==> src/hdl/tdp_pkg.sv <==
// shared widths, constants and types of the tone divider select block
package tdp_pkg;

    localparam int unsigned FREQ_W      = 16;
    localparam int unsigned CLK_W       = 27;
    localparam int unsigned CMP_W       = 16;
    localparam int unsigned SEL_W       = 2;
    localparam int unsigned NUM_LANES   = 3;
    // quotient of clock over frequency
    localparam int unsigned QUO_W       = CLK_W;
    // half period count, up to 2^16 for a usable candidate
    localparam int unsigned CNT_W       = CMP_W + 1;
    // clock over twice the prescaler, widest for the divide-by-1 lane
    localparam int unsigned REAL_W      = CLK_W - 1;
    localparam int unsigned S_DATA_W    = 16;
    localparam int unsigned M_DATA_W    = 24;

    localparam logic [CLK_W-1:0] CLOCK_RESET = CLK_W'(16000000);
    localparam logic [CNT_W-1:0] CNT_MAX     = CNT_W'(65536);

    // prescaler codes
    localparam logic [SEL_W-1:0] SEL_DIV1  = 2'd0;
    localparam logic [SEL_W-1:0] SEL_DIV8  = 2'd1;
    localparam logic [SEL_W-1:0] SEL_DIV64 = 2'd2;

    // log2 of each prescaler
    localparam int unsigned PRESC_SHIFT [NUM_LANES] = '{0, 3, 6};

    // data carried beside each candidate divider
    typedef struct packed {
        logic [FREQ_W-1:0] freq;
        logic              skip;
        logic [CMP_W-1:0]  cmp;
    } tdp_lane_t;

endpackage

==> src/hdl/tdp_pick.sv <==
// error of each candidate, choice of the best one and the output register
module tdp_pick
    import tdp_pkg::*;
(
    input  logic              aclk,
    input  logic              aresetn,
    input  logic              ce,
    input  logic              in_valid,
    input  tdp_lane_t         lane [NUM_LANES],
    input  logic [REAL_W-1:0] real_freq [NUM_LANES],
    output logic              out_valid,
    output logic              tone_on,
    output logic [SEL_W-1:0]  prescale_select,
    output logic [CMP_W-1:0]  compare_value
);

    localparam logic [SEL_W-1:0] SEL_CODE [NUM_LANES] = '{SEL_DIV1, SEL_DIV8, SEL_DIV64};

    logic [REAL_W-1:0] err [NUM_LANES];
    logic              best_ok;
    logic [REAL_W-1:0] min_err;
    logic [SEL_W-1:0]  best_sel;
    logic [CMP_W-1:0]  best_cmp;
    logic              valid_reg;
    logic              tone_on_reg;
    logic [SEL_W-1:0]  sel_reg;
    logic [CMP_W-1:0]  cmp_reg;

    // absolute error of the produced frequency
    for (genvar k = 0; k < NUM_LANES; k++) begin : g_err
        logic [REAL_W-1:0] f_ext;
        assign f_ext  = REAL_W'(lane[0].freq);
        assign err[k] = (real_freq[k] > f_ext) ? (real_freq[k] - f_ext)
                                               : (f_ext - real_freq[k]);
    end

    // first candidate with the strictly smallest error
    always_comb begin
        best_ok  = 1'b0;
        min_err  = '0;
        best_sel = SEL_DIV1;
        best_cmp = '0;
        for (int k = 0; k < NUM_LANES; k++) begin
            if (!lane[k].skip && (!best_ok || err[k] < min_err)) begin
                best_ok  = 1'b1;
                min_err  = err[k];
                best_sel = SEL_CODE[k];
                best_cmp = lane[k].cmp;
            end
        end
    end

    always_ff @(posedge aclk) begin
        if (!aresetn) begin
            valid_reg <= 1'b0;
        end else if (ce) begin
            valid_reg <= in_valid;
        end
    end

    // silence forces everything to zero
    always_ff @(posedge aclk) begin
        if (ce) begin
            if (lane[0].freq == '0) begin
                tone_on_reg <= 1'b0;
                sel_reg     <= SEL_DIV1;
                cmp_reg     <= '0;
            end else begin
                tone_on_reg <= 1'b1;
                sel_reg     <= best_sel;
                cmp_reg     <= best_cmp;
            end
        end
    end

    assign out_valid       = valid_reg;
    assign tone_on         = tone_on_reg;
    assign prescale_select = sel_reg;
    assign compare_value   = cmp_reg;

endmodule

==> config.mk <==
export PLATFORM = sky130hd
export DESIGN_NAME = tdp_pick
export DESIGN_NICKNAME = d
export VERILOG_FILES = /design/src/hdl/tdp_pkg.sv /design/src/hdl/tdp_pick.sv
export SDC_FILE = /design/constraint.sdc
export NUM_CORES = 1
export LEC_CHECK = 0
export BUFFER_PORTS_ARGS = -buffer_cell sky130_fd_sc_hd__buf_2
export CAP_MARGIN = 15
export CORE_MARGIN = 4
export CORE_UTILIZATION = 30
export CTS_BUF_LIST = sky130_fd_sc_hd__clkbuf_8 sky130_fd_sc_hd__clkbuf_16
export DETAILED_ROUTE_END_ITERATION = 10
export PLACE_DENSITY = 0.51
export SETUP_SLACK_MARGIN = 0.1
export SYNTH_ARGS = -nofsm -noshare
export SYNTH_HDL_FRONTEND = slang
export SYNTH_SLANG_ARGS = --single-unit
==> constraint.sdc <==
create_clock -name aclk -period 11.6 [get_ports aclk]
set_clock_uncertainty 0.2 [all_clocks]
set_input_delay 1.16 -clock aclk [delete_from_list [all_inputs] [get_ports aclk]]
set_output_delay 1.16 -clock aclk [all_outputs]
set_load 0.03 [all_outputs]
==> flow_summary.json <==
{
  "outcome": "finished clean",
  "area_delta_synth_final_pct": 14.6,
  "drt_wl_total_um": 31300,
  "peakVddDrop_v": 0.0000476,
  "placed_area_um2": 9520,
  "cp.required_ps": 11360,
  "reg2reg_slack_ps": 10810,
  "stdcell_count": 1664,
  "place.gp.congestion": 0.921,
  "yosys_warnings": 0,
  "synthSimpleGateAreaFrac_pct": 19.9,
  "leakage_nw": 4.57,
  "min_path_type": "flop to flop",
  "nFillCells": 3011,
  "dp_hpwl_um": 26700,
  "critPathMaxFanout": 35,
  "synth_top_area_share_pct": 21.7,
  "grt_pass1_vias": 8647,
  "synthTopCellsByCount": "ha_1 (146), a21oi_1 (117), inv_1 (104)",
  "synth_top_family_by_area": "compound AO/OA/AOI/OAI gates",
  "grt_max_degree": 36,
  "crit_end": "compare_value[4]",
  "synth_ff_type": "edfxtp_1",
  "ys_ff_latch": 20,
  "worstMarginPinSlew_ps": 918,
  "rsz0062_at_grt": "no",
  "drv_cap": 0,
  "routed_via_density": 5.43,
  "hold_viol": 0,
  "ant_nets": 0,
  "final_cell_area_um2": 9640,
  "period_share_pct": 80.8,
  "detail_route.first_pass.iterations": 5,
  "slew_viol_final": 0,
  "rows": 61,
  "synth_compound_area_share_pct": 31.7,
  "power_density_nw_per_um2": 73.6,
  "start_kind": "input port",
  "die-area_um2": 30800,
  "cts_tree": "yes",
  "core_area_um2": 27700,
  "synthMostInstantiatedCell": "ha_1",
  "io_buffers": 168,
  "cts-htree-levels": 1,
  "io_pins": 201,
  "worstSetupPathType": "input port to flop",
  "clk_pin_slew_worst_paths_ps": 60,
  "synthMuxAreaShare_pct": 3.18,
  "fin_setup_tns_ps": 0,
  "cts_made_buffers": 3,
  "clockBufferDepth": 2,
  "setup_slack_ps": 2230,
  "clockRootBuffer": "clkbuf_16",
  "hold_buffers": 0,
  "clock_latency_ps": 250,
  "worstPathArrival_ps": 9140,
  "drive_above_1_share_pct": 16.5,
  "synth_nets": 1497,
  "synth_top_area_cell": "ha_1",
  "seq_area_frac_synth_pct": 7.02,
  "die_h_um": 175,
  "synth.cell_area_um2": 8410,
  "antenna_found_initial": 1,
  "syn_inst": 1164,
  "grt_usage_pct": 19.2,
  "route.detailed.drc": 0,
  "die_width_um": 175,
  "synth_xor_area_share_pct": 7.39,
  "reg2reg_depth": 2,
  "cts_sinks": 20,
  "dp_cells": 1658,
  "setup_viol": 0,
  "drt_iter0_markers": 568,
  "r2r-start": "out_valid",
  "dp_slack_ps": 1440,
  "slew_headroom_pct": 38.6,
  "final_nets": 1619,
  "rr_endpoint": "out_valid",
  "async_reset_ff_share_pct": 0,
  "startpoint": "lane[98]",
  "total_power_mw": 0.709,
  "grt_pass1_wl_um": 47700,
  "avgSynthCellArea_um2": 7.23,
  "synthAdderAreaFrac_pct": 23.1,
  "ys_types": 79,
  "grt.overflow.total": 0,
  "postCtsSetupRepairBufs": 0,
  "initial_core_util_pct": 30.4,
  "max_freq_mhz": 107,
  "wl_per_cell_um": 18.8,
  "period_needed_ps": 9380,
  "largest_reg_flops": 16,
  "end_kind": "flop",
  "synthTopCellsByArea": "ha_1 (22%), a21oi_1 (7.0%), edfxtp_1 (6.8%), inv_1 (4.6%), xnor2_1 (4.3%)",
  "synth-edff-count": 19,
  "post_cts_resized": 0,
  "vias": 9029
}
## worst min-delay path by stage
stage           endpoint  slack, ps      start  cells after the start
4_1_cts        out_valid        340  out_valid                      2
2_1_floorplan  out_valid        440  out_valid                      2
3_5_place_dp   out_valid        330  out_valid                      2
3_3_place_gp   out_valid        290  out_valid                      2
5_1_grt        out_valid        390  out_valid                      2
6_report       out_valid        330  out_valid                      2
## layer usage
metal	GRT usage [%]	up-vias	part of all wire [%]
li1	-	4504	-
met1	27.6	4236	47
met2	31.6	253	46
met3	1.57	36	4.9
met4	4.13	0	2.4
met5	0	-	0
## report_power, final
group	leakage [nW]	switching [mW]	internal (mW)	total, mW
combinational	4.33	0.326	0.208	0.534
clock	0.0442	0.0265	0.0526	0.0791
sequential	0.194	0.00215	0.0934	0.0956
total	4.57	0.355	0.355	0.709
## cell families (layout without fill, tap and decap cells)
kind of cell,Yosys count,in the layout
compound gates,397,397
mux,26,26
flops,20,20
xor+xnor,71,71
simple gates,338,338
other cells,0,1
buf+inv,160,281
fa+ha+maj,152,152
## final cells by class
cell class | count | area (um^2) | area share [%]
Inverter | 104 | 390 | 4.05
Clock buffer | 4 | 88.8 | 0.922
Tap cell | 378 | 473 | 4.91
Sequential cell | 20 | 591 | 6.13
Timing Repair Buffer | 173 | 898 | 9.32
Antenna cell | 1 | 2.50 | 0.0260
Multi-Input combinational cell | 984 | 7190 | 74.6
## critical path, stage by stage
cell       delay (ps)
buf_2             240
inv_1             190
ha_1              560
nand4_1           250
or4_1             560
nor3_1            180
a211o_1           170
nand3_1           650
a2111oi_2         720
a31oi_1           110
xnor2_1           380
ha_1              300
nor2b_1           130
o21ai_0           190
a31oi_1           160
o32ai_4           490
buf_4             400
a21oi_1           140
ha_1              310
and4_1            210
nand4_1           110
o31ai_1           590
nand3_1           180
nand2_1           540
a221oi_1          210
## layout by cell type (no fill, tap or decap), types with 20 or more instances in the layout
cell type / n
ha_1: 146
buf_2: 168
o21ai_0: 67
inv_1: 104
a21oi_1: 117
xnor2_1: 41
a22oi_1: 21
nor3_1: 24
nor2_1: 80
nand2_1: 93
a21o_1: 44
nand3_1: 23
mux2i_1: 20
xor2_1: 30
## stage by stage
stage / hold WS (ps) / utilization [%]
floorplan: 440 / -
finish: 333 / 34.8
detailed placement: 330 / 34.4
global route: 387 / 34.8
global placement: 292 / 34.4
CTS: 342 / 34.7
(Power assumes the default switching activity.)
