**config.mk**
```make
export PLATFORM = sky130hd
export DESIGN_NAME = tdp_div_pipe
export DESIGN_NICKNAME = d
export VERILOG_FILES = /design/src/hdl/tdp_pkg.sv /design/src/hdl/tdp_div_pipe.sv
export SDC_FILE = /design/constraint.sdc
export NUM_CORES = 2
export LEC_CHECK = 0
export BUFFER_PORTS_ARGS = -buffer_cell sky130_fd_sc_hd__buf_2
export CAP_MARGIN = 20
export CORE_UTILIZATION = 40
export DETAILED_ROUTE_END_ITERATION = 7
export PLACE_DENSITY_LB_ADDON = 0.15
export REMOVE_ABC_BUFFERS = 1
export SLEW_MARGIN = 10
export SYNTH_ARGS = -nofsm -noshare
export SYNTH_HDL_FRONTEND = slang
export SYNTH_SLANG_ARGS = --single-unit
```
**constraint.sdc**
```tcl
create_clock -name aclk -period 7 [get_ports aclk]
set_input_delay 0.7 -clock aclk [delete_from_list [all_inputs] [get_ports aclk]]
set_output_delay 0.7 -clock aclk [all_outputs]
set_load 0.1 [all_outputs]
```
**src/hdl/tdp_pkg.sv**
```systemverilog
// shared widths, constants and types of the tone divider select block
package tdp_pkg;

    localparam int unsigned FREQ_W      = 16;
    localparam int unsigned CLK_W       = 27;
    localparam int unsigned CMP_W       = 16;
    localparam int unsigned SEL_W       = 2;
    localparam int unsigned NUM_LANES   = 3;
    // quotient of clock over frequency
    localparam int unsigned QUO_W       = CLK_W;
    // half period count, up to 2^16 for a usable candidate
    localparam int unsigned CNT_W       = CMP_W + 1;
    // clock over twice the prescaler, widest for the divide-by-1 lane
    localparam int unsigned REAL_W      = CLK_W - 1;
    localparam int unsigned S_DATA_W    = 16;
    localparam int unsigned M_DATA_W    = 24;

    localparam logic [CLK_W-1:0] CLOCK_RESET = CLK_W'(16000000);
    localparam logic [CNT_W-1:0] CNT_MAX     = CNT_W'(65536);

    // prescaler codes
    localparam logic [SEL_W-1:0] SEL_DIV1  = 2'd0;
    localparam logic [SEL_W-1:0] SEL_DIV8  = 2'd1;
    localparam logic [SEL_W-1:0] SEL_DIV64 = 2'd2;

    // log2 of each prescaler
    localparam int unsigned PRESC_SHIFT [NUM_LANES] = '{0, 3, 6};

    // data carried beside each candidate divider
    typedef struct packed {
        logic [FREQ_W-1:0] freq;
        logic              skip;
        logic [CMP_W-1:0]  cmp;
    } tdp_lane_t;

endpackage

```
**src/hdl/tdp_div_pipe.sv**
```systemverilog
// pipelined restoring divider, one quotient bit per stage, with sideband data
module tdp_div_pipe
    import tdp_pkg::*;
#(
    parameter int unsigned NUM_W  = 27,
    parameter int unsigned DEN_W  = 16,
    parameter int unsigned SIDE_W = 16
) (
    input  logic              aclk,
    input  logic              aresetn,
    input  logic              ce,
    input  logic              in_valid,
    input  logic [NUM_W-1:0]  in_num,
    input  logic [DEN_W-1:0]  in_den,
    input  logic [SIDE_W-1:0] in_side,
    output logic              out_valid,
    output logic [NUM_W-1:0]  out_quo,
    output logic [SIDE_W-1:0] out_side
);

    logic              vld_reg  [NUM_W];
    logic [NUM_W-1:0]  num_reg  [NUM_W];
    logic [DEN_W-1:0]  den_reg  [NUM_W];
    logic [DEN_W-1:0]  rem_reg  [NUM_W];
    logic [NUM_W-1:0]  quo_reg  [NUM_W];
    logic [SIDE_W-1:0] side_reg [NUM_W];

    for (genvar g = 0; g < NUM_W; g++) begin : g_stage
        logic              src_vld;
        logic [NUM_W-1:0]  src_num;
        logic [DEN_W-1:0]  src_den;
        logic [DEN_W-1:0]  src_rem;
        logic [NUM_W-1:0]  src_quo;
        logic [SIDE_W-1:0] src_side;
        logic [DEN_W:0]    shifted;
        logic [DEN_W:0]    diff;

        if (g == 0) begin : g_first
            assign src_vld  = in_valid;
            assign src_num  = in_num;
            assign src_den  = in_den;
            assign src_rem  = '0;
            assign src_quo  = '0;
            assign src_side = in_side;
        end else begin : g_next
            assign src_vld  = vld_reg[g-1];
            assign src_num  = num_reg[g-1];
            assign src_den  = den_reg[g-1];
            assign src_rem  = rem_reg[g-1];
            assign src_quo  = quo_reg[g-1];
            assign src_side = side_reg[g-1];
        end

        // bring down the next dividend bit and trial subtract
        assign shifted = {src_rem, src_num[NUM_W-1-g]};
        assign diff    = shifted - {1'b0, src_den};

        always_ff @(posedge aclk) begin
            if (!aresetn) begin
                vld_reg[g] <= 1'b0;
            end else if (ce) begin
                vld_reg[g] <= src_vld;
            end
        end

        always_ff @(posedge aclk) begin
            if (ce) begin
                num_reg[g]  <= src_num;
                den_reg[g]  <= src_den;
                side_reg[g] <= src_side;
                quo_reg[g]  <= {src_quo[NUM_W-2:0], ~diff[DEN_W]};
                if (!diff[DEN_W]) begin
                    rem_reg[g] <= diff[DEN_W-1:0];
                end else begin
                    rem_reg[g] <= shifted[DEN_W-1:0];
                end
            end
        end
    end

    assign out_valid = vld_reg[NUM_W-1];
    assign out_quo   = quo_reg[NUM_W-1];
    assign out_side  = side_reg[NUM_W-1];

endmodule

```
==> metrics.md <==
| Metric | Value |
|---|---|
| Final Hold Viols | `0` |
| Post-DP Area | `0.09254 mm2` |
| Vias | `between 40,000 and 50,000` |
| Highest clock rate | `0.2654 GHz` |
| Worst-skew pair later-pin latency | `between 800 and 900 ps` |
| Flops & latches, synth | `a little over 2,000` |
| DRC Markers | `0` |
| Post-synth EDFFs | `about 2,000` |
| Syn_area_per_cell | `14.80 um2` |
| Switch share | `roughly 31%` |
| Setup CP Type | `flip-flop to flip-flop` |
| Post-Place Setup Slack | `around 3300 ps` |
| Warnings from Yosys | `0` |
| GPL Wtd Cong | `0.8744` |
| Sw power | `between 10 and 15 mW` |
| CP max-delay cell | `mux2i_4` |
| RR Endpoint | `rem_reg[0][200]` |
| Maximum vdd drop | `approximately 0.28 mV` |
| Max reg flops | `between 400 and 500` |
| Row count | `around 170` |
| DR vias/cell | `around 5.0` |
| Post-CTS setup repair buffer count | `0` |
| Setup violators final | `0` |
| P_leak | `37.20 nW` |
| Main flop type after synthesis | `edfxtp_1` |
| Initial antenna violation count | `4` |
| Clock skew | `around 36 ps` |
| # fillers | `around 19,000` |
| DRT iter0 DRCs | `between 3,000 and 4,000` |
| Status | `complete, no violations` |
| Routed Antenna Nets | `0` |
| Die ar. | `roughly 0.22 mm2` |
| Unique masters post-synth | `63` |
| Core area | `between 0.2 and 0.25 mm2` |
| Hold WC Path Type | `input port to flip-flop` |
| Starting density of the core | `between 40% and 50%` |
| Worst Setup End Kind | `flip-flop` |
| Vias in the first global route | `between 40,000 and 50,000` |
| Rel. slew slack | `34.27%` |
| Worst path max stage delay | `between 600 and 700 ps` |
| Largest net degree at the start of global routing | `174` |
| Worst slew pin tran | `roughly 990 ps` |
| Reg-to-reg setup timing slack | `about 3200 ps` |
| TritonCTS clock tree | `yes` |
| Max FO, Critical Path | `16` |
| Hold Slack | `between 90 and 100 ps` |
| Seq/Total Area, Yosys | `a little under 70%` |
| RSZ-0062 raised after global routing | `no` |
| CP endpoint | `rem_reg[0][200]` |
| Total negative slack | `0 ps` |
| Per-cell routed wire length | `around 16 um` |
| Worst setup SP type | `flip-flop` |
| IO Port Bufs | `~110` |
| Clk buf depth | `3` |
| Crit path cell chain | `inv_1, ha_1, inv_1, fa_1, a211oi_1, nor4_1, nor2_1, o21a_1, mux2i_4, mux2_2` |
| Internal | `between 20 and 30 mW` |
| Sequential share of power | `just over 40%` |
| Critical path origin | `num_reg[0][311]` |
| Post-Syn Area | `0.08850 mm2` |
| RR Startpoint | `num_reg[0][311]` |
| Global Route Usage Sum | `13.82%` |
| Data required, critical path | `approximately 7600 ps` |
| Drt total wl | `155.6 mm` |
| Layout cell share with drive strength beyond 1 | `13.35%` |
| Final WS setup | `3232 ps` |
| Ys async rst share | `0%` |
| Area of the multi-input gates | `between 0.02 and 0.03 mm2` |
| DR pass1 iterations | `8` |
| R2R cell count | `10` |
| Post-DP HPWL | `approximately 100 mm` |
| H-tree Lvls | `4` |
| Grt total ovfl | `0` |
| Synth Instances | `5,979` |
| Max Slew Vio Count | `0` |
| Cell Pwr Density | `approximately 420 mW/mm2` |
| Critical Path AT | `~4400 ps` |
| Clock Tree Root | `clkbuf_16` |
| Clock slew at reported path FFs | `about 60 ps` |
| Hold-critical path depth | `1` |
| Register area | `about 0.061 mm2` |
| Clock share of power | `~27%` |
| Final core utilization | `between 40% and 50%` |
| Clk sinks | `about 2,000` |
| Period minus WS final | `between 3000 and 4000 ps` |
| HP Start | `in_den[4]` |
| Combinational power share | `between 30% and 40%` |
| Most frequent CP cell | `inv_1` |
| Nets | `6,797` |
| Fin crit share | `53.83%` |
| Io pins | `approximately 110` |
| Global-route wire length before repair | `248.9 mm` |
| Die Height | `approximately 470 um` |
| Max Cap Viol | `0` |
| CTS Buf Count | `around 220` |
| Post-Layout Inst Area | `roughly 0.10 mm2` |
| Die span in x | `approximately 470 um` |
| Layout area overhead | `13.13%` |
## power groups by stage
stage          clock network (mW)  registers [mW]  logic, mW
4_1_cts                      11.6            17.2       13.2
5_1_grt                      12.1            17.4       14.7
3_3_place_gp                    0            17.5       12.8
6_report                     11.2            17.2       13.2
2_1_floorplan                   0            17.0       10.4
3_5_place_dp                    0            17.5       13.0
## Yosys cell counts, types with 14 or more instances
library cell	number	area, um2
inv_1	494	1854
edfxtp_1	2019	60630
fa_1	25	500.5
xor2_1	179	1568
nor2_1	280	1051
nand2b_1	98	613.1
clkbuf_1	59	221.5
and2_1	15	93.84
o21ai_0	244	1221
a31oi_1	29	181.4
o31a_1	14	122.6
a211oi_1	74	555.5
nand3_1	100	500.5
a21oi_1	429	2147
a21boi_0	24	180.2
nor4_1	17	106.4
o21a_1	66	495.5
nand2_1	301	1130
o211ai_1	60	450.4
and3_1	74	462.9
o21bai_1	37	277.8
ha_1	417	5218
nor3_1	91	455.4
a31o_2	14	122.6
xnor2_1	138	1209
mux2i_1	28	280.3
mux2i_4	24	540.5
buf_6	22	247.7
mux2_2	366	4121
a21o_1	67	503.0
nor2b_1	40	250.2
## cell usage in the layout, fill, tap and decap left out, types with 19 or more instances in the layout
master         Yosys  layout
buf_4              4      19
clkinv_1           0      46
nor3_1            91      91
nand2b_1          98      98
o21a_1            66      66
edfxtp_1        2019    2019
fa_1              25      25
a211oi_1          74      74
nand2_1          301     301
nor2_1           280     280
mux2i_4           24      24
xnor2_1          138     138
mux2i_1           28      28
clkbuf_16          0     217
clkbuf_1          59      48
o211ai_1          60      60
a21boi_0          24      24
a31oi_1           29      29
clkinv_2           0      40
nand3_1          100     100
ha_1             417     417
buf_2              4     105
and3_1            74      74
nor2b_1           40      40
mux2_2           366     366
inv_1            494     494
a21o_1            67      67
o21ai_0          244     244
dlygate4sd3_1      0      50
a21oi_1          429     429
o21bai_1          37      37
xor2_1           179     179
## layout make-up
type                            count  area share, %
Timing Repair Buffer              184          1.362
Inverter                          494          1.852
Sequential cell                  2020          60.57
Multi-Input combinational cell   3375          25.44
Antenna cell                        2       0.004999
Clock buffer                      265          5.604
Clock inverter                    139          1.466
Tap cell                         2958          3.697
## stage by stage
step,power (mW),cells
floorplan,27.36,5889
global placement,30.34,8980
CTS,42.07,9435
detailed placement,30.48,8981
global route,44.20,9436
finish,41.58,9437
## critical path: cells and delay by family, from the launching register on
family	cells	cell delay (ps)
multiplexers	2	1070
flip-flops	1	360
adder cells (fa/ha/maj)	2	610
buffers and inverters	2	140
AO/OA/AOI/OAI	2	830
AND/OR/NAND/NOR	2	500
## worst min path at each step
stage	to	slack [ps]
2_1_floorplan	num_reg[0][100]	400
3_3_place_gp	num_reg[1][54]	400
3_5_place_dp	num_reg[0][120]	400
4_1_cts	den_reg[0][14]	0.5
5_1_grt	den_reg[0][4]	20
6_report	den_reg[0][4]	100
## per-layer routing
layer / vias up / global-route usage (%) / part of all wire, %
li1: 23080 / - / -
met4: 0 / 4.239 / 2.4
met1: 22590 / 20.32 / 50
met5: - / 0 / 0
met2: 892 / 20.63 / 43
met3: 258 / 2.601 / 4.1
## repair_timing
action,4_1_cts,5_1_grt
endpoints found under the setup margin,0,0
hold buffers,50,0
resized for setup,0,0
endpoints found under the hold margin,50,0
## cells by family (layout without fill, tap and decap cells)
logic type,after synthesis,count (layout),share of synthesized area [%]
XOR/XNOR,317,317,3.137
buffers and inverters,584,1082,2.688
other,0,2,0
adder cells (fa/ha/maj),442,442,6.461
multiplexers,427,427,5.737
AO/OA/AOI/OAI,1131,1131,7.809
flip-flops,2020,2020,68.53
AND/OR/NAND/NOR,1058,1058,5.637
Note: power is estimated with default switching activity, not from simulation.
